`src/sv/pbps_pkg.sv`:
```
// shared types and constants of the pixel bit pattern scanner
package pbps_pkg;

  localparam int unsigned MAX_DIM = 4096;
  localparam int unsigned DIM_W   = 13;
  localparam int unsigned POS_W   = 12;
  localparam int unsigned CH_W    = 8;
  localparam int unsigned PIX_W   = 24;
  localparam int unsigned MASK_W  = 24;
  localparam int unsigned Q_DEPTH = 4;
  localparam int unsigned Q_PTR_W = $clog2(Q_DEPTH);

  localparam logic REG_WIDTH  = 1'b0;
  localparam logic REG_HEIGHT = 1'b1;

  // one classified pixel: flag bit j marks the stream bit 23+j of prev and cur
  typedef struct packed {
    logic [MASK_W-1:0] mask;
    logic [PIX_W-1:0]  cur_pix;
    logic [PIX_W-1:0]  prev_pix;
    logic [POS_W-1:0]  cur_col;
    logic [POS_W-1:0]  cur_row;
    logic [POS_W-1:0]  prev_col;
    logic [POS_W-1:0]  prev_row;
  } entry_t;

  typedef struct packed {
    logic [POS_W-1:0] column;
    logic [POS_W-1:0] row;
    logic [CH_W-1:0]  red;
    logic [CH_W-1:0]  green;
    logic [CH_W-1:0]  blue;
    logic             last;
  } result_t;

  typedef struct packed {
    logic full;
    logic empty;
    logic [Q_PTR_W:0] count;
  } q_status_t;

endpackage

```
`src/sv/pbps_front.sv`:
```
// front end: accepts pixels, tracks position and builds the flag mask
module pbps_front (
  input  logic                    clk_i,
  input  logic                    rst_ni,
  input  logic                    cfg_we_i,
  input  logic                    cfg_idx_i,
  input  logic [pbps_pkg::DIM_W-1:0] cfg_data_i,
  input  logic                    in_valid_i,
  input  logic [pbps_pkg::PIX_W-1:0] in_pix_i,
  input  logic                    q_full_i,
  output logic                    in_ready_o,
  output logic                    push_o,
  output pbps_pkg::entry_t        push_entry_o
);
  import pbps_pkg::*;

  logic [DIM_W-1:0] width_q, height_q;
  logic [DIM_W-1:0] w_eff, h_eff;
  logic [PIX_W-1:0] prev_q;
  logic             have_prev_q;
  logic [POS_W-1:0] col_q, row_q;
  logic [2*PIX_W-1:0] combo;
  logic [MASK_W-1:0] mask;
  logic [DIM_W-1:0] pcol, prow;
  logic [DIM_W-1:0] cur_rb, prev_rb;
  logic [DIM_W-1:0] col_nx, row_nx;

  function automatic logic [DIM_W-1:0] clamp(input logic [DIM_W-1:0] v);
    if (v == '0) return DIM_W'(1);
    if (v > DIM_W'(MAX_DIM)) return DIM_W'(MAX_DIM);
    return v;
  endfunction

  assign w_eff = clamp(width_q);
  assign h_eff = clamp(height_q);
  assign combo = {prev_q, in_pix_i};

  // stream position s lives at combo bit 47-s; flag j covers position 23+j
  always_comb begin
    for (int j = 0; j < MASK_W; j++) begin
      logic b0, b1, b2, b3;
      b0 = combo[2*PIX_W-1-(21+j)];
      b1 = combo[2*PIX_W-1-(22+j)];
      b2 = combo[2*PIX_W-1-(23+j)];
      b3 = combo[2*PIX_W-1-(24+j)];
      mask[j] = (b0 == b1) && (b2 != b1) && (b3 == b1) && (have_prev_q || j >= 3);
    end
  end

  always_comb begin
    if (col_q != '0) begin
      pcol = {1'b0, col_q} - DIM_W'(1);
      prow = {1'b0, row_q};
    end else begin
      pcol = w_eff - DIM_W'(1);
      prow = (row_q != '0) ? ({1'b0, row_q} - DIM_W'(1)) : '0;
    end
    cur_rb  = h_eff - DIM_W'(1) - {1'b0, row_q};
    prev_rb = h_eff - DIM_W'(1) - prow;
    col_nx  = {1'b0, col_q} + DIM_W'(1);
    row_nx  = {1'b0, row_q} + DIM_W'(1);
  end

  assign in_ready_o = !q_full_i;
  assign push_o     = in_valid_i && !q_full_i;

  always_comb begin
    push_entry_o.mask     = mask;
    push_entry_o.cur_pix  = in_pix_i;
    push_entry_o.prev_pix = prev_q;
    push_entry_o.cur_col  = col_q;
    push_entry_o.cur_row  = cur_rb[POS_W-1:0];
    push_entry_o.prev_col = pcol[POS_W-1:0];
    push_entry_o.prev_row = prev_rb[POS_W-1:0];
  end

  always_ff @(posedge clk_i or negedge rst_ni) begin
    if (!rst_ni) begin
      width_q     <= DIM_W'(1);
      height_q    <= DIM_W'(1);
      prev_q      <= '0;
      have_prev_q <= 1'b0;
      col_q       <= '0;
      row_q       <= '0;
    end else if (cfg_we_i) begin
      unique case (cfg_idx_i)
        REG_WIDTH:  width_q  <= cfg_data_i;
        REG_HEIGHT: height_q <= cfg_data_i;
        default:    width_q  <= cfg_data_i;
      endcase
      prev_q      <= '0;
      have_prev_q <= 1'b0;
      col_q       <= '0;
      row_q       <= '0;
    end else if (push_o) begin
      prev_q      <= in_pix_i;
      have_prev_q <= 1'b1;
      if (col_nx >= w_eff) begin
        col_q <= '0;
        if (row_nx >= h_eff) begin
          // image end: next pixel starts a fresh scan
          row_q       <= '0;
          prev_q      <= '0;
          have_prev_q <= 1'b0;
        end else begin
          row_q <= row_nx[POS_W-1:0];
        end
      end else begin
        col_q <= col_nx[POS_W-1:0];
      end
    end
  end

endmodule

```
`src/sv/pbps_queue.sv`:
```
// small queue of classified pixels between front and back end
module pbps_queue (
  input  logic                clk_i,
  input  logic                rst_ni,
  input  logic                push_i,
  input  pbps_pkg::entry_t    push_entry_i,
  input  logic                pop_i,
  output pbps_pkg::entry_t    head_o,
  output pbps_pkg::q_status_t status_o
);
  import pbps_pkg::*;

  entry_t             mem_q [Q_DEPTH];
  logic [Q_PTR_W-1:0] wr_q, rd_q;
  logic [Q_PTR_W:0]   cnt_q, cnt_d;

  assign head_o         = mem_q[rd_q];
  assign status_o.full  = (cnt_q == (Q_PTR_W+1)'(Q_DEPTH));
  assign status_o.empty = (cnt_q == '0);
  assign status_o.count = cnt_q;

  always_comb begin
    cnt_d = cnt_q;
    if (push_i && !pop_i) cnt_d = cnt_q + (Q_PTR_W+1)'(1);
    else if (pop_i && !push_i) cnt_d = cnt_q - (Q_PTR_W+1)'(1);
  end

  always_ff @(posedge clk_i) begin
    if (push_i) mem_q[wr_q] <= push_entry_i;
  end

  always_ff @(posedge clk_i or negedge rst_ni) begin
    if (!rst_ni) begin
      wr_q  <= '0;
      rd_q  <= '0;
      cnt_q <= '0;
    end else begin
      if (push_i) wr_q <= wr_q + Q_PTR_W'(1);
      if (pop_i)  rd_q <= rd_q + Q_PTR_W'(1);
      cnt_q <= cnt_d;
    end
  end

endmodule

```
`src/sv/pbps_back.sv`:
```
// back end: walks the flag mask of the head entry, one warning per cycle while the output is not stalled
module pbps_back (
  input  logic                clk_i,
  input  logic                rst_ni,
  input  pbps_pkg::entry_t    head_i,
  input  logic                head_valid_i,
  output logic                pop_o,
  output logic                out_valid_o,
  input  logic                out_ready_i,
  output pbps_pkg::result_t   out_o
);
  import pbps_pkg::*;

  logic [MASK_W-1:0] done_q, done_d;
  logic [MASK_W-1:0] mask_eff, lowest, flip;
  logic              only, slot_free, emit;
  logic              out_valid_q;
  result_t           out_q, res;

  assign mask_eff  = head_i.mask & ~done_q;
  assign lowest    = mask_eff & (~mask_eff + MASK_W'(1));
  assign only      = ((mask_eff & ~lowest) == '0);
  assign slot_free = !out_valid_q || out_ready_i;
  assign emit      = head_valid_i && (mask_eff != '0) && slot_free;
  assign pop_o     = head_valid_i && ((mask_eff == '0) || (emit && only));

  // flag j >= 1 sits at bit 24-j of the current pixel, msb first
  always_comb begin
    flip = '0;
    for (int i = 1; i < PIX_W; i++) flip[i] = lowest[PIX_W-i];
  end

  always_comb begin
    logic [PIX_W-1:0] pix;
    if (lowest[0]) begin
      pix        = head_i.prev_pix ^ PIX_W'(1);
      res.column = head_i.prev_col;
      res.row    = head_i.prev_row;
    end else begin
      pix        = head_i.cur_pix ^ flip;
      res.column = head_i.cur_col;
      res.row    = head_i.cur_row;
    end
    res.red   = pix[23:16];
    res.green = pix[15:8];
    res.blue  = pix[7:0];
    res.last  = only;
  end

  always_comb begin
    done_d = done_q;
    if (pop_o) done_d = '0;
    else if (emit) done_d = done_q | lowest;
  end

  always_ff @(posedge clk_i) begin
    if (emit) out_q <= res;
  end

  always_ff @(posedge clk_i or negedge rst_ni) begin
    if (!rst_ni) begin
      done_q      <= '0;
      out_valid_q <= 1'b0;
    end else begin
      done_q <= done_d;
      if (emit) out_valid_q <= 1'b1;
      else if (out_ready_i) out_valid_q <= 1'b0;
    end
  end

  assign out_valid_o = out_valid_q;
  assign out_o       = out_q;

endmodule

```
`src/sv/pixel_bit_pattern_scanner.sv`:
```
// top level of the pixel bit pattern scanner
// Pixels enter on the s_axis stream in stored order, top row first; each
// item carries red, green and blue. The pixels form one bit stream, channel
// msb first, and every bit framed as 0010 or 1101 by a four-bit window gives
// one warning item on m_axis: column, bottom-origin row and the pixel colour
// with that bit inverted. tlast marks the last warning caused by one pixel.
// Image size is set on the cfg port (index 0 width, index 1 height); a write
// restarts the scan and is meant to happen while the block is idle.
// With the queue empty, an accepted pixel is written into the queue, and its
// first warning is then registered in the back end output register.
// The back end walks the flag mask one result per cycle while m_axis is not
// stalled, so the warnings of a pixel leave one after another, up to eight
// per pixel; a pixel with no warnings is popped without output. A four-entry
// queue lets pixels enter while earlier warnings still drain.
// Reset clears the scan position, the queue and the output valid flag and sets
// both dimensions to 1. When m_axis_tready is low the result holds, the
// queue fills and s_axis_tready drops once it is full.
module pixel_bit_pattern_scanner (
  input  logic        clk_i,
  input  logic        rst_ni,
  input  logic        cfg_we_i,
  input  logic        cfg_idx_i,
  input  logic [12:0] cfg_data_i,
  input  logic        s_axis_tvalid,
  output logic        s_axis_tready,
  input  logic [23:0] s_axis_tdata,  // pixel_red, pixel_green, pixel_blue
  output logic        m_axis_tvalid,
  input  logic        m_axis_tready,
  output logic [47:0] m_axis_tdata,  // column, row, warn_red, warn_green, warn_blue
  output logic        m_axis_tlast   // last_warning
);
  import pbps_pkg::*;

  logic      push, pop;
  entry_t    push_entry, head;
  q_status_t q_st;
  result_t   res;
  logic [PIX_W-1:0] in_pix;

  assign in_pix = {s_axis_tdata[7:0], s_axis_tdata[15:8], s_axis_tdata[23:16]};

  pbps_front u_front (
    .clk_i        (clk_i),
    .rst_ni       (rst_ni),
    .cfg_we_i     (cfg_we_i),
    .cfg_idx_i    (cfg_idx_i),
    .cfg_data_i   (cfg_data_i),
    .in_valid_i   (s_axis_tvalid),
    .in_pix_i     (in_pix),
    .q_full_i     (q_st.full),
    .in_ready_o   (s_axis_tready),
    .push_o       (push),
    .push_entry_o (push_entry)
  );

  pbps_queue u_queue (
    .clk_i        (clk_i),
    .rst_ni       (rst_ni),
    .push_i       (push),
    .push_entry_i (push_entry),
    .pop_i        (pop),
    .head_o       (head),
    .status_o     (q_st)
  );

  pbps_back u_back (
    .clk_i        (clk_i),
    .rst_ni       (rst_ni),
    .head_i       (head),
    .head_valid_i (!q_st.empty),
    .pop_o        (pop),
    .out_valid_o  (m_axis_tvalid),
    .out_ready_i  (m_axis_tready),
    .out_o        (res)
  );

  assign m_axis_tdata = {res.blue, res.green, res.red, res.row, res.column};
  assign m_axis_tlast = res.last;

  a_no_pop_empty: assert property (@(posedge clk_i) disable iff (!rst_ni)
    !(pop && q_st.empty))
    else $error("queue popped while empty");

  a_count_bound: assert property (@(posedge clk_i) disable iff (!rst_ni)
    q_st.count <= (Q_PTR_W+1)'(Q_DEPTH))
    else $error("queue count beyond depth");

  a_ready_full: assert property (@(posedge clk_i) disable iff (!rst_ni)
    s_axis_tready == !q_st.full)
    else $error("input ready disagrees with queue state");

endmodule
```
`config.mk`:
```
export PLATFORM = sky130hd
export DESIGN_NAME = pixel_bit_pattern_scanner
export DESIGN_NICKNAME = d
export VERILOG_FILES = /design/src/sv/pbps_pkg.sv /design/src/sv/pbps_front.sv /design/src/sv/pbps_queue.sv /design/src/sv/pbps_back.sv /design/src/sv/pixel_bit_pattern_scanner.sv
export SDC_FILE = /design/constraint.sdc
export NUM_CORES = 1
export LEC_CHECK = 0
export BUFFER_PORTS_ARGS = -buffer_cell sky130_fd_sc_hd__buf_2
export CORE_MARGIN = 5
export CORE_UTILIZATION = 50
export CTS_BUF_LIST = sky130_fd_sc_hd__clkbuf_4
export DETAILED_ROUTE_END_ITERATION = 7
export PLACE_DENSITY = 0.7
export SYNTH_ARGS = -nofsm -noshare
export SYNTH_HDL_FRONTEND = slang
export SYNTH_SLANG_ARGS = --single-unit
```
`constraint.sdc`:
```
create_clock -name clk_i -period 8.2 [get_ports clk_i]
set_input_delay 0.82 -clock clk_i [delete_from_list [all_inputs] [get_ports clk_i]]
set_output_delay 0.82 -clock clk_i [all_outputs]
set_load 0.02 [all_outputs]
```
Word-level counts from Yosys, hierarchy flattened
Memory sizes are Yosys's and may differ from the RTL's.
Index checks and enable logic that the tools add are counted.
{ "totals": {"ff_bits": 156, "ramBits": 480, "inputBits": 43, "out_inout_bits": 51, "elab_cells": 241, "n_memories": 1} }
{ "mem_list": {"columns": ["memory", "words", "word_bits", "rd", "rd_clocked_by_memory_dff", "write_ports", "line", "source"], "rows": [
  ["u_queue.mem_q", 4, 120, 1, 0, 1, "pbps_queue.sv:13", "entry_t mem_q [Q_DEPTH];"]
]} }
{ "classes": {"n_addsub": 13, "order_cmp": 4, "eq_ne": 73, "muxes": 42, "bitwise_logic": 10, "reduce_logical": 81} }
{ "ops": {"columns": ["cell", "count"], "rows": [
  ["24-bit two-way mux", 8],
  ["12-bit two-way mux", 10],
  ["13-bit two-way mux", 8],
  ["24-bit bitwise AND", 3],
  ["24-bit inverter", 3],
  ["1-bit logical AND", 58],
  ["1-bit equality test", 48],
  ["24-bit logical NOT", 2],
  ["12-bit by 1-bit subtractor with 12-bit output, second input constant", 4],
  ["12-bit by 1-bit adder with 13-bit output, second input constant", 2],
  ["13-bit greater-or-equal comparator", 2],
  ["13-bit greater-than comparator, second input constant", 2],
  ["13-bit logical NOT", 2],
  ["24-bit by 1-bit adder with 24-bit output, second input constant", 1],
  ["1-bit inequality test", 24],
  ["24-bit OR", 1],
  ["12-bit nonzero test", 2],
  ["24-bit nonzero test", 1],
  ["12-bit subtractor", 2],
  ["24-bit bitwise XOR", 1],
  ["1-bit two-way mux", 14],
  ["2-bit nonzero test", 5],
  ["3-bit two-way mux", 2],
  ["2-bit AND reduction", 3],
  ["8 further kinds", 15]
]} }

Logic depth before layout (Yosys ltp)
Gate-level depths: netlist (run 1).
{ "logic_depth": {"ltp_word": 14, "depth_mapped": 20, "depth_no_buf": 19} }

Modules after synthesis
A second synthesis (run 1) with hierarchy kept.
{ "unflattened": {"cells_unflattened": 1936, "hier_area_um2": 28790.1} }
{ "by_module_without_submodules": {"columns": ["module", "n_inst", "cells_per_inst", "area_each_um2", "seq_area_each_um2"], "rows": [
  ["pbps_queue", 1, 661, 17784.6, 14589.0],
  ["pbps_front", 1, 845, 7016.7, 1879.3],
  ["pbps_back", 1, 429, 3985.1, 2097.0],
  ["pixel_bit_pattern_scanner", 1, 1, 3.8, 0.0]
]} }

Worst setup path after synthesis (run 1)
No wires, ideal clock.
{ "synth_timing": {"path_kind": "reg-to-reg", "startpoint": "register u_front.height_q[5]", "endpoint": "memory u_queue.mem_q[0][35] (netlist bit) (data pin)", "setup_ns": 0.282, "arrival_time_ns": 4.036, "required_time_ns": 7.918, "slack_ns": 3.881, "stages_incl_launch_ff": 19, "path_buffers": 0, "period_less_slack_ns": 4.319, "path_cell_list": "dfrtp_1 -> or4_1 -> or3_1 -> nor4_1 -> nor2_1 -> nor2_1 -> inv_1 -> ha_1 -> inv_1 -> ha_1 -> nor2b_1 -> o21ai_0 -> a21boi_0 -> o21ai_0 -> nand2b_1 -> a21o_1 -> a41o_1 -> o41ai_1 -> xnor2_1"} }
{ "synth_rtl": {"columns": ["item", "line", "source"], "rows": [
  ["start, declared", "pbps_front.sv:17", "logic [DIM_W-1:0] width_q, height_q;"],
  ["start signal, assigned", "pbps_front.sv:88", "REG_HEIGHT: height_q <= cfg_data_i;"],
  ["end, declared", "pbps_queue.sv:13", null]
]} }

Worst setup path in the final report (run 1)
{ "layout_timing": {"startpoint": "register u_queue.rd_q[1]", "endpoint": "register u_queue.cnt_q[1]"} }
{ "layout_between": {"elab_chain_len": 14, "word_cells_on_any_way": 20, "cone_classes": "add/sub: 1; mux: 1; bitwise: 5; reduce/logical: 12; memory: 1"} }
{ "layout_lines": {"columns": ["item", "line", "source"], "rows": [
  ["start, declared", "pbps_queue.sv:14", "logic [Q_PTR_W-1:0] wr_q, rd_q;"],
  ["start signal, assigned", "pbps_queue.sv:39", "if (pop_i) rd_q <= rd_q + Q_PTR_W'(1);"],
  ["memory read 4 x 120 bit (*)", null, null],
  ["24-bit bitwise AND (*)", "pbps_back.sv:20", "assign mask_eff = head_i.mask & ~done_q;"],
  ["24-bit inverter", "pbps_back.sv:21", "assign lowest = mask_eff & (~mask_eff + MASK_W'(1));"],
  ["24-bit by 1-bit adder with 24-bit output", "pbps_back.sv:21", null],
  ["24-bit bitwise AND", "pbps_back.sv:21", null],
  ["24-bit inverter", "pbps_back.sv:22", "assign only = ((mask_eff & ~lowest) == '0);"],
  ["24-bit bitwise AND", "pbps_back.sv:22", null],
  ["24-bit logical NOT", "pbps_back.sv:22", null],
  ["1-bit logical AND", "pbps_back.sv:25", "assign pop_o = head_valid_i && ((mask_eff == '0) || (emit && only));"],
  ["1-bit logical OR (*)", "pbps_back.sv:25", null],
  ["1-bit logical AND (*)", "pbps_back.sv:25", null],
  ["1-bit logical NOT (*)", "pbps_queue.sv:24", "if (push_i && !pop_i) cnt_d = cnt_q + (Q_PTR_W+1)'(1);"],
  ["1-bit logical AND (*)", "pbps_queue.sv:24", null],
  ["3-bit two-way mux (*)", "pbps_queue.sv:24", null],
  ["via u_queue.cnt_d[1]", "pbps_queue.sv:15", "logic [Q_PTR_W:0] cnt_q, cnt_d;"],
  ["end signal, assigned", "pbps_queue.sv:40", "cnt_q <= cnt_d;"],
  ["end, declared", "pbps_queue.sv:15", null]
]} }
Mark *: on every way through the listed nets, which the timed path passes. The rest lies on a longest branch.
A chain may end at the register's enable or synchronous reset.

==> results of run 1 <==
-- metal layers --
layer / track usage (%) / vias to the layer above / wire, µm
li1: - / 7361 / -
met3: 4.09 / 80 / 3020
met4: 6.99 / 0 / 982
met5: 0 / - / 0
met2: 33.6 / 416 / 29700
met1: 26.0 / 8154 / 24600
-- flip-flops by register name, indices dropped and copies added (netlist names) --
signal	count
u_front.width_q	13
u_front.have_prev_q	1
u_back.out_valid_o	1
u_front.col_q	12
u_front.prev_q	24
u_front.height_q	13
u_queue.mem_q	480
u_queue.rd_q	2
u_queue.cnt_q	3
u_back.done_q	24
u_back.out_o	49
u_queue.wr_q	2
u_front.row_q	12
-- repair_timing --
item,CTS,global route
setup buffers,0,0
hold endpoints to repair,49,0
hold buffers,3,0
-- critical path: cells and delay by family (launching register included) --
family	cells	cell delay, ns
AO/OA/AOI/OAI	4	1.18
adder cells (fa/ha/maj)	2	0.68
buffers and inverters	2	0.73
flip-flops	1	1.06
multiplexers	2	0.70
AND/OR/NAND/NOR	2	0.76
-- cells in the mapped netlist (all sizes together), types with 12 or more instances --
library cell / number / area, µm²
a21oi: 72 / 360
a22o: 37 / 324
and3: 17 / 106
buf: 21 / 128
clkbuf: 52 / 195
dfrtp: 105 / 2630
edfxtp: 529 / 15900
ha: 58 / 726
inv: 60 / 225
mux2: 50 / 563
mux4: 119 / 2680
nand2: 119 / 449
nand2b: 25 / 166
nand3: 39 / 195
nand4: 12 / 81.3
nand4b: 14 / 153
nor2: 83 / 319
nor2b: 28 / 213
nor3: 25 / 130
o21ai: 53 / 265
o31ai: 12 / 90.1
or4b: 12 / 120
xnor2: 66 / 593
xor2: 24 / 210
-- worst max path at each step --
stage,start,slack [ns],endpoint
5_1_grt,u_queue.rd_q[0]$_DFFE_PN0N_,2.57,u_queue.cnt_q[1]$_DFFE_PN0P_
6_report,u_queue.rd_q[1]$_DFFE_PN0N_,2.90,u_queue.cnt_q[1]$_DFFE_PN0P_
4_1_cts,u_queue.rd_q[0]$_DFFE_PN0N_,2.82,u_queue.cnt_q[1]$_DFFE_PN0P_
3_5_place_dp,u_queue.rd_q[0]$_DFFE_PN0N_,2.83,u_queue.cnt_q[1]$_DFFE_PN0P_
2_1_floorplan,u_front.height_q[5]$_DFFE_PN0P_,3.88,u_queue.mem_q[0][35]$_DFFE_PP_
3_3_place_gp,u_queue.rd_q[0]$_DFFE_PN0N_,2.89,u_queue.cnt_q[1]$_DFFE_PN0P_
-- kinds of logic (layout without fill, tap and decap cells) --
kind of cell | after synthesis | after routing | synth area share, %
fa+ha+maj | 61 | 61 | 2.81
flops | 636 | 636 | 66.5
other cells | 0 | 2 | 0
buf+inv | 138 | 471 | 2.03
compound gates | 248 | 248 | 6.03
mux | 175 | 175 | 11.8
xor+xnor | 90 | 90 | 2.88
simple gates | 415 | 415 | 7.91
-- stage by stage --
| stage | setup WS (ns) | power [W] | utilization (%) | hold WS [ns] | cells |
|---|---|---|---|---|---|
| after floorplan | 3.88 | 0.00790 | - | 0.455 | 1763 |
| after global placement | 2.89 | 0.00885 | 52.8 | 0.480 | 2546 |
| after detailed placement | 2.83 | 0.00899 | 52.8 | 0.484 | 2546 |
| after CTS | 2.82 | 0.0117 | 56.7 | 0.00114 | 2844 |
| after global routing | 2.57 | 0.0123 | 56.7 | 0.0743 | 2846 |
| final | 2.90 | 0.0116 | 56.7 | 0.151 | 2846 |
-- layout make-up --
cell class / instances / share of cell area (%)
multi-input combinational: 989 / 28.2
clock inverter: 41 / 0.656
tap: 748 / 2.99
inverter: 65 / 0.783
sequential: 636 / 59.3
antenna: 2 / 0.0160
timing repair buffer: 111 / 1.95
clock buffer: 254 / 6.09
-- power groups by stage --
stage	clock, W	combinational [W]	sequential, W
after floorplan	0	0.00265	0.00525
after CTS	0.00277	0.00375	0.00520
after global placement	0	0.00363	0.00522
after global routing	0.00297	0.00406	0.00528
final	0.00268	0.00370	0.00519
after detailed placement	0	0.00373	0.00526
==> flow_summary_export.csv, run 1 <==
group,metric,value,unit
place,place_area,0.0292,mm²
synthesis,syn_area,0.0279,mm²
clock_tree,htree_levels,4,
die,coreArea,0.0552,mm²
timing,worst_pin_slew,1.13,ns
setup_path,reg2reg_from,"u_queue.rd_q[1]$_DFFE_PN0N_",
synthesis,ys_seq_area_share,66.5,%
power,pwr-share-comb,32.0,%
final_layout,stdcell_area,0.0313,mm²
setup_path,crit_path_start_kind,"flip-flop",
setup_path,critical_path_class,"flip-flop to flip-flop",
timing,rsz0062_at_grt,"false",
die,die_y,246,µm
timing,post-route-min-period,5.30,ns
die,start_util,50.6,%
setup_path,endpoint_kind,"flip-flop",
timing,setup_viol,0,
route,via_per_inst,5.63,
setup_path,critPathMaxFanout,60,
setup_path,worstPathRequired,9.02,ns
clock_tree,insertion_delay,0.94,ns
clock_tree,path_clk_slew,0.07,ns
route,wl_per_cell,20.5,µm
clock_tree,cts_tree,"built",
setup_path,crit_arrival,6.12,ns
synthesis,yosys_most_used_dff,"edfxtp_1",
place,io_buffers,93,
setup_path,path_cells,"buf_4 -> mux4_2 -> a22oi_2 -> and3_1 -> a2bb2oi_1 -> o211ai_1 -> or4_4 -> o41a_4 -> ha_1 -> inv_1 -> fa_1 -> mux2_2",
setup_path,crit_path_max_incr_delay,1.06,ns
synthesis,synth_edf_count,529,
global_routing,antenna_found_initial,4,
global_routing,grt_usage,19.9,%
outcome,status,"complete, no violations",
clock_tree,cts_resized,0,
timing,min_period_over_period,64.6,%
die,die_area,0.0607,mm²
power,p_sw,0.00385,W
timing,hold_viol,0,
power,power.internal,0.00772,W
min_path,min-delay-start,"cfg_data_i[4]",
clock_tree,root_buffer,"clkbuf_4",
route,drt_iter0_drc,1120,
die,io-pin-count,94,
route,first_pass_iters,5,
global_routing,grt_overflow,0,
timing,max_freq,189,MHz
final_layout,area_delta_synth_final,12.1,%
final_layout,layout.nets,2070,
route,vias,16000,
route,ant_nets,0,
clock_tree,cts_buffers,163,
die,rows,86,
synthesis,ys_warn_count,0,
power,p_sw_share,33.3,%
synthesis,ys_types,71,
global_routing,grt_pass1_vias,16800,
synthesis,avgSynthCellArea,15.8,µm²
min_path,min_path_cells,2,
power,sequentialPowerShare,44.8,%
synthesis,syn_inst,1763,
route,drc_errors,0,
min_path,hp-class,"primary input to flip-flop",
final_layout,final_common_cell,"edfxtp_1",
final_layout,most-common-layout-cells,"edfxtp_1, clkbuf_4, mux4_2, nand2_1, dfrtp_1",
place,place_congestion,0.900,
timing,fin_setup_tns,0,ns
setup_path,timing.rr.end,"u_queue.cnt_q[1]$_DFFE_PN0P_",
global_routing,grt_max_degree,69,
synthesis,syn_nets,1867,
min_path,hold_end,"u_front.width_q[4]$_DFFE_PN0P_",
final_layout,drive_gt1_share,28.6,%
final_layout,multi_input_area,0.00882,mm²
place,hpwlAfterDp,36.5,mm
timing,drv_slew,0,
power,vdd.ir_drop.worst,0.146,mV
route,routed_wirelength,58.3,mm
die,die_x,246,µm
setup_path,r2r_cells,12,
synthesis,async_flop_share,16.8,%
setup_path,critPathSlowestCell,"dfrtp_4",
clock_tree,clock-sinks,636,
final_layout,fillers,4328,
power,clockPowerShare,23.1,%
power,pwr_density_cell,370,mW/mm²
timing,clock_skew,0.0562,ns
run,maxCapViolations,0,
global_routing,grt_pass1_wl,93.8,mm
timing,relSlewSlack,24.5,%
setup_path,r2r_slack,2.90,ns
clock_tree,cts.path.max_buffers,3,
power,p_leak,11.5,nW
final_layout,regArea,0.0186,mm²
synthesis,ys_ff_latch,636,
Note: power is estimated with default switching activity, not from simulation.
==> run 2: changes to the inputs <==
==> constraint.sdc (replaced) <==
create_clock -name clk_i -period 5.3 [get_ports clk_i]
set_input_delay 0.53 -clock clk_i [delete_from_list [all_inputs] [get_ports clk_i]]
set_output_delay 0.53 -clock clk_i [all_outputs]
set_load 0.02 [all_outputs]
==> flow_summary_export.csv, run 2 (synthesized netlist as in run 1, its figures left out) <==
group,metric,value,unit
global_routing,grt_usage,20.3,%
timing,drv_slew,0,
die,die_x,246,µm
setup_path,cp.depth,18,
route,m1WireLength,25.1,mm
setup_path,r2r_cells,18,
final_layout,most-common-layout-cells,"edfxtp_1, clkbuf_4, mux4_2, nand2_1, dfrtp_1",
setup_path,crit_arrival,5.45,ns
setup_path,path_buf_inv,2,
final_layout,drive_gt1_share,27.7,%
timing,setup_viol,0,
place,hpwlAfterDp,37.6,mm
setup_path,endpoint,"u_queue.mem_q[3][35]$_DFFE_PP_",
outcome,status,"complete, no violations",
place,numPlacedInstances,2558,
clock_tree,clock-sinks,636,
power,pwr_density_cell,569,mW/mm²
setup_path,crit_path_start_kind,"flip-flop",
timing,relSlewSlack,18.6,%
final_layout,area_delta_synth_final,14.2,%
route,vias,16200,
final_layout,fin_cells,2890,
timing,fin_setup_tns,0,ns
die,die_y,246,µm
timing,clock_skew,0.0544,ns
final_layout,fillers,4334,
setup_path,critPathMaxFanout,7,
setup_path,endpoint_kind,"flip-flop",
clock_tree,cts.path.max_buffers,3,
run,maxCapViolations,0,
die,start_util,50.6,%
power,vdd.ir_drop.worst,0.245,mV
global_routing,grt_overflow,0,
die,die_area,0.0607,mm²
clock_tree,cts_buffers,160,
setup_path,path_cells,"or4_1 -> or3_1 -> nor4_1 -> nor2_1 -> nor2_1 -> inv_1 -> ha_1 -> inv_1 -> ha_1 -> nor2b_1 -> o21ai_0 -> a21boi_0 -> o21ai_0 -> nand2b_1 -> a21o_1 -> a41o_1 -> o41ai_1 -> xnor2_1",
setup_path,reg2reg_from,"u_front.height_q[5]$_DFFE_PN0P_",
timing,rsz0062_at_grt,"false",
setup_path,crit_family,"simple AND/OR/NAND/NOR gates",
clock_tree,cts_tree,"built",
timing,worst_pin_slew,1.22,ns
timing,max_freq,209,MHz
timing,hold_ws,0.322,ns
route,drt_iter0_drc,1115,
global_routing,grt_pass1_wl,94.6,mm
place,io_buffers,93,
route,routed_wirelength,60.1,mm
power,power.internal,0.0121,W
setup_path,crit_path_max_incr_delay,0.55,ns
timing,hold_viol,0,
final_layout,final_common_cell,"edfxtp_1",
clock_tree,path_clk_slew,0.07,ns
die,io-pin-count,94,
route,met3_length,3.05,mm
power,p_leak,11.8,nW
power,sequentialPowerShare,43.7,%
die,rows,86,
final_layout,fin_util,57.7,%
die,coreArea,0.0552,mm²
setup_path,critical_path_class,"flip-flop to flip-flop",
power,p_sw,0.00600,W
global_routing,antenna_found_initial,3,
setup_path,r2r_slack,0.52,ns
timing,min_period_over_period,90.2,%
route,first_pass_iters,5,
timing,post-route-min-period,4.78,ns
min_path,hp-class,"primary input to flip-flop",
route,via_per_inst,5.60,
global_routing,grt_max_degree,87,
clock_tree,root_buffer,"clkbuf_4",
power,pwr-share-comb,32.7,%
final_layout,largest_reg_flops,480,
clock_tree,htree_levels,4,
setup_path,timing.rr.end,"u_queue.mem_q[3][35]$_DFFE_PP_",
power,clockPowerShare,23.6,%
setup_path,critPathSlowestCell,"or4_1",
route,wl_met2,30.8,mm
setup_path,cp-startpoint,"u_front.height_q[5]$_DFFE_PN0P_",
route,ant_nets,0,
global_routing,grt_pass1_vias,16900,
route,drc_errors,0,
clock_tree,insertion_delay,0.97,ns
route,routed.top_layer,"met4",
final_layout,top_register,"u_queue.mem_q",
route,wl_per_cell,20.8,µm
place,place_congestion,0.898,
final_layout,layout.nets,2121,
power,p_sw_share,33.1,%
setup_path,worstPathRequired,5.96,ns
## run 2: per-stage QoR
stage	power (W)	cell area [µm²]	setup slack [ns]
finish	0.0181	31900	0.518
global placement	0.0138	29300	0.607
CTS	0.0184	31900	0.522
floorplan	0.0122	27900	0.981
global route	0.0192	31900	0.108
detailed placement	0.0140	29300	0.559
## run 2: what timing repair did
action                                  in CTS  in global routing
endpoints found under the setup margin       0                  0
endpoints found under the hold margin      211                  0
hold buffers                                45                  0
resized for setup                            0                  0
buffers inserted                             0                  0
## run 2: worst min-delay path by stage
stage | start | end | slack, ns | cells after the start
finish | cfg_we_i | u_front.col_q[0]$_DFFE_PN0P_ | 0.32 | 4
detailed placement | u_back.done_q[9]$_DFFE_PN0P_ | u_back.done_q[9]$_DFFE_PN0P_ | 0.47 | 1
floorplan | rst_ni | u_back.done_q[0]$_DFFE_PN0P_ | 0.23 | 0
CTS | cfg_we_i | u_front.col_q[0]$_DFFE_PN0P_ | 0.17 | 4
global placement | u_back.done_q[9]$_DFFE_PN0P_ | u_back.done_q[9]$_DFFE_PN0P_ | 0.47 | 1
global route | cfg_we_i | u_front.col_q[9]$_DFFE_PN0P_ | 0.27 | 4
## run 2: layout make-up
cell class | count | area [µm²] | area share (%)
antenna | 1 | 2.50 | 0.00785
inverter | 65 | 245 | 0.769
tap | 748 | 936 | 2.94
timing repair buffer | 165 | 1160 | 3.63
multi-input combinational | 989 | 8820 | 27.7
clock buffer | 240 | 1800 | 5.65
sequential | 636 | 18600 | 58.3
clock inverter | 46 | 343 | 1.08
## run 2: power by group through the flow
stage                     Clock, W  Combinational, W  Sequential [W]
after global routing       0.00471           0.00647         0.00805
final                      0.00428           0.00593         0.00793
after global placement           0           0.00582         0.00796
after CTS                  0.00442           0.00601         0.00794
after floorplan                  0           0.00410         0.00813
after detailed placement         0           0.00596         0.00804
## run 2: worst register-to-register path: cells and delay by family, from the launching register on
family	cells	cell delay, ns
xor gates and xnor gates	1	0.18
adders and majority gates	2	0.54
AOI/OAI and AO/OA	6	1.29
and+or+nand+nor	7	1.80
buffers and inverters	2	0.26
DFF	1	0.44
## run 2: routing by layer
layer  vias to the layer above  track usage (%)
met4                         0             6.55
met1                      8224             26.2
met5                         -                0
met3                        76             4.65
li1                       7453                -
met2                       427             34.4
==> run 3: changes to the inputs <==
--- a/config.mk
+++ b/config.mk
@@ -6,6 +6,7 @@
 export NUM_CORES = 1
 export LEC_CHECK = 0
 export BUFFER_PORTS_ARGS = -buffer_cell sky130_fd_sc_hd__buf_2
+export CORE_ASPECT_RATIO = 0.75
 export CORE_MARGIN = 5
 export CORE_UTILIZATION = 50
 export CTS_BUF_LIST = sky130_fd_sc_hd__clkbuf_4
==> flow_summary_export.csv, run 3 (synthesized netlist as in run 1, its figures left out) <==
group,metric,value,unit
global_routing,grt_pass1_vias,17000,
timing,rsz0062_at_grt,"false",
power,p_sw_share,33.5,%
setup_path,crit_path_start_kind,"flip-flop",
die,die_area,0.0607,mm²
global_routing,antenna_found_initial,4,
place,place_congestion,0.866,
setup_path,crit_arrival,5.44,ns
timing,clock_skew,0.0569,ns
clock_tree,insertion_delay,0.98,ns
outcome,status,"complete, no violations",
timing,fin_setup_tns,0,ns
timing,drv_slew,0,
route,first_pass_iters,5,
clock_tree,cts_tree,"built",
power,pwr_density_cell,571,mW/mm²
final_layout,drive_gt1_share,28.0,%
route,ant_nets,0,
clock_tree,path_clk_slew,0.07,ns
clock_tree,root_buffer,"clkbuf_4",
global_routing,grt_usage,20.9,%
place,hpwlAfterDp,37.9,mm
global_routing,grt_pass1_wl,97.2,mm
timing,relSlewSlack,34.4,%
route,wl_per_cell,21.4,µm
final_layout,final_common_cell,"edfxtp_1",
final_layout,layout.nets,2114,
clock_tree,cts.path.max_buffers,3,
power,sequentialPowerShare,43.5,%
power,clockPowerShare,23.7,%
power,p_sw,0.00610,W
final_layout,stdcell_area,0.0319,mm²
die,coreArea,0.0556,mm²
die,die_x,283,µm
global_routing,grt_max_degree,79,
timing,final.setup.worst_slack,0.542,ns
setup_path,critPathMaxFanout,7,
route,drc_errors,0,
route,vias,16400,
global_routing,grt_overflow,0,
power,pwr-share-comb,32.8,%
clock_tree,clock-sinks,636,
final_layout,multi_input_area,0.00883,mm²
place,place_ws,0.386,ns
timing,setup_viol,0,
final_layout,most-common-layout-cells,"edfxtp_1, clkbuf_4, mux4_2, nand2_1, dfrtp_1",
place,io_buffers,93,
run,maxCapViolations,0,
final_layout,regArea,0.0186,mm²
timing,hold_viol,0,
power,p_leak,11.8,nW
setup_path,endpoint_kind,"flip-flop",
setup_path,critical_path_class,"flip-flop to flip-flop",
die,rows,75,
timing,worst_pin_slew,0.975,ns
timing,max_freq,210,MHz
route,via_per_inst,5.72,
setup_path,worstPathRequired,5.98,ns
die,io-pin-count,94,
final_layout,area_delta_synth_final,14.2,%
clock_tree,htree_levels,4,
die,start_util,50.2,%
final_layout,top_register,"u_queue.mem_q",
die,die_y,215,µm
place,place_area,0.0293,mm²
route,drt_iter0_drc,1340,
route,routed_wirelength,61.5,mm
power,power.internal,0.0121,W
clock_tree,cts_buffers,156,
final_layout,fillers,4362,
clock_tree,post_cts_buffers,0,
timing,min_period_over_period,89.8,%
power,vdd.ir_drop.worst,0.281,mV
min_path,hp-class,"primary input to async pin",
timing,post-route-min-period,4.76,ns
final_layout,largest_reg_flops,480,
==> run 3: layout make-up <==
| class | instances | share of cell area, % |
|---|---|---|
| Antenna cell | 4 | 0.0314 |
| Clock buffer | 236 | 5.55 |
| Clock inverter | 50 | 1.22 |
| Inverter | 65 | 0.769 |
| Multi-Input combinational cell | 989 | 27.7 |
| Sequential cell | 636 | 58.2 |
| Tap cell | 731 | 2.87 |
| Timing Repair Buffer | 162 | 3.63 |
==> run 3: worst max-delay path, cell delays in order (launching register included) <==
cell and delay [ns]:
dfrtp_1 0.45, or4_1 0.55, or3_1 0.36, nor4_2 0.26, nor2_1 0.11, nor2_1 0.23
inv_1 0.08, ha_1 0.27, xnor2_1 0.31, ha_1 0.33, a21o_1 0.20, a21oi_1 0.23
o21ai_0 0.12, a21oi_1 0.23, o21ai_0 0.11, a21oi_1 0.24, o21bai_1 0.09, a21oi_1 0.19
xnor2_1 0.13
==> run 3: path summary, 6_finish.rpt <==
kind	from	end	slack, ns	cells after the start
worst max-delay path	u_front.height_q[5]$_DFFE_PN0P_	u_queue.mem_q[3][10]$_DFFE_PP_	0.54	18
worst min-delay path	rst_ni	u_front.prev_q[19]$_DFFE_PN0P_	0.15	2
worst max register to register	u_front.height_q[5]$_DFFE_PN0P_	u_queue.mem_q[3][10]$_DFFE_PP_	0.54	18
worst min register to register	u_back.done_q[9]$_DFFE_PN0P_	u_back.done_q[9]$_DFFE_PN0P_	0.49	1
max in group asynchronous	rst_ni	u_front.width_q[10]$_DFFE_PN0P_	4.08	3
min in group clk_i	cfg_idx_i	u_front.width_q[3]$_DFFE_PN0P_	0.16	4
==> run 3: per-layer routing <==
layer	wire length [µm]	share of wire [%]	track usage [%]
met2	28400	46	31.3
met5	0	0	0
met3	3730	6.1	4.42
met4	1170	1.9	7.18
met1	28200	46	30.7
==> run 3: through the flow <==
| step | power (W) | hold slack, ns | std cells | utilization, % |
|---|---|---|---|---|
| detailed placement | 0.0140 | 0.472 | 2539 | 52.6 |
| finish | 0.0182 | 0.150 | 2873 | 57.3 |
| CTS | 0.0184 | 0.0211 | 2869 | 57.3 |
| global placement | 0.0138 | 0.470 | 2539 | 52.6 |
| floorplan | 0.0122 | 0.234 | 1763 | - |
| global route | 0.0194 | 0.0807 | 2872 | 57.3 |
==> run 3: what timing repair did <==
item,4_1_cts,5_1_grt
hold buffers,44,0
endpoints found under the hold margin,219,0
resized for setup,0,2
setup endpoints to repair,0,12
==> run 3: power by group through the flow <==
stage / logic, W / registers, W / clock network [W]
after floorplan: 0.00410 / 0.00813 / 0
after CTS: 0.00603 / 0.00794 / 0.00445
after global placement: 0.00583 / 0.00796 / 0
after global routing: 0.00656 / 0.00806 / 0.00474
final: 0.00598 / 0.00793 / 0.00431
after detailed placement: 0.00597 / 0.00804 / 0
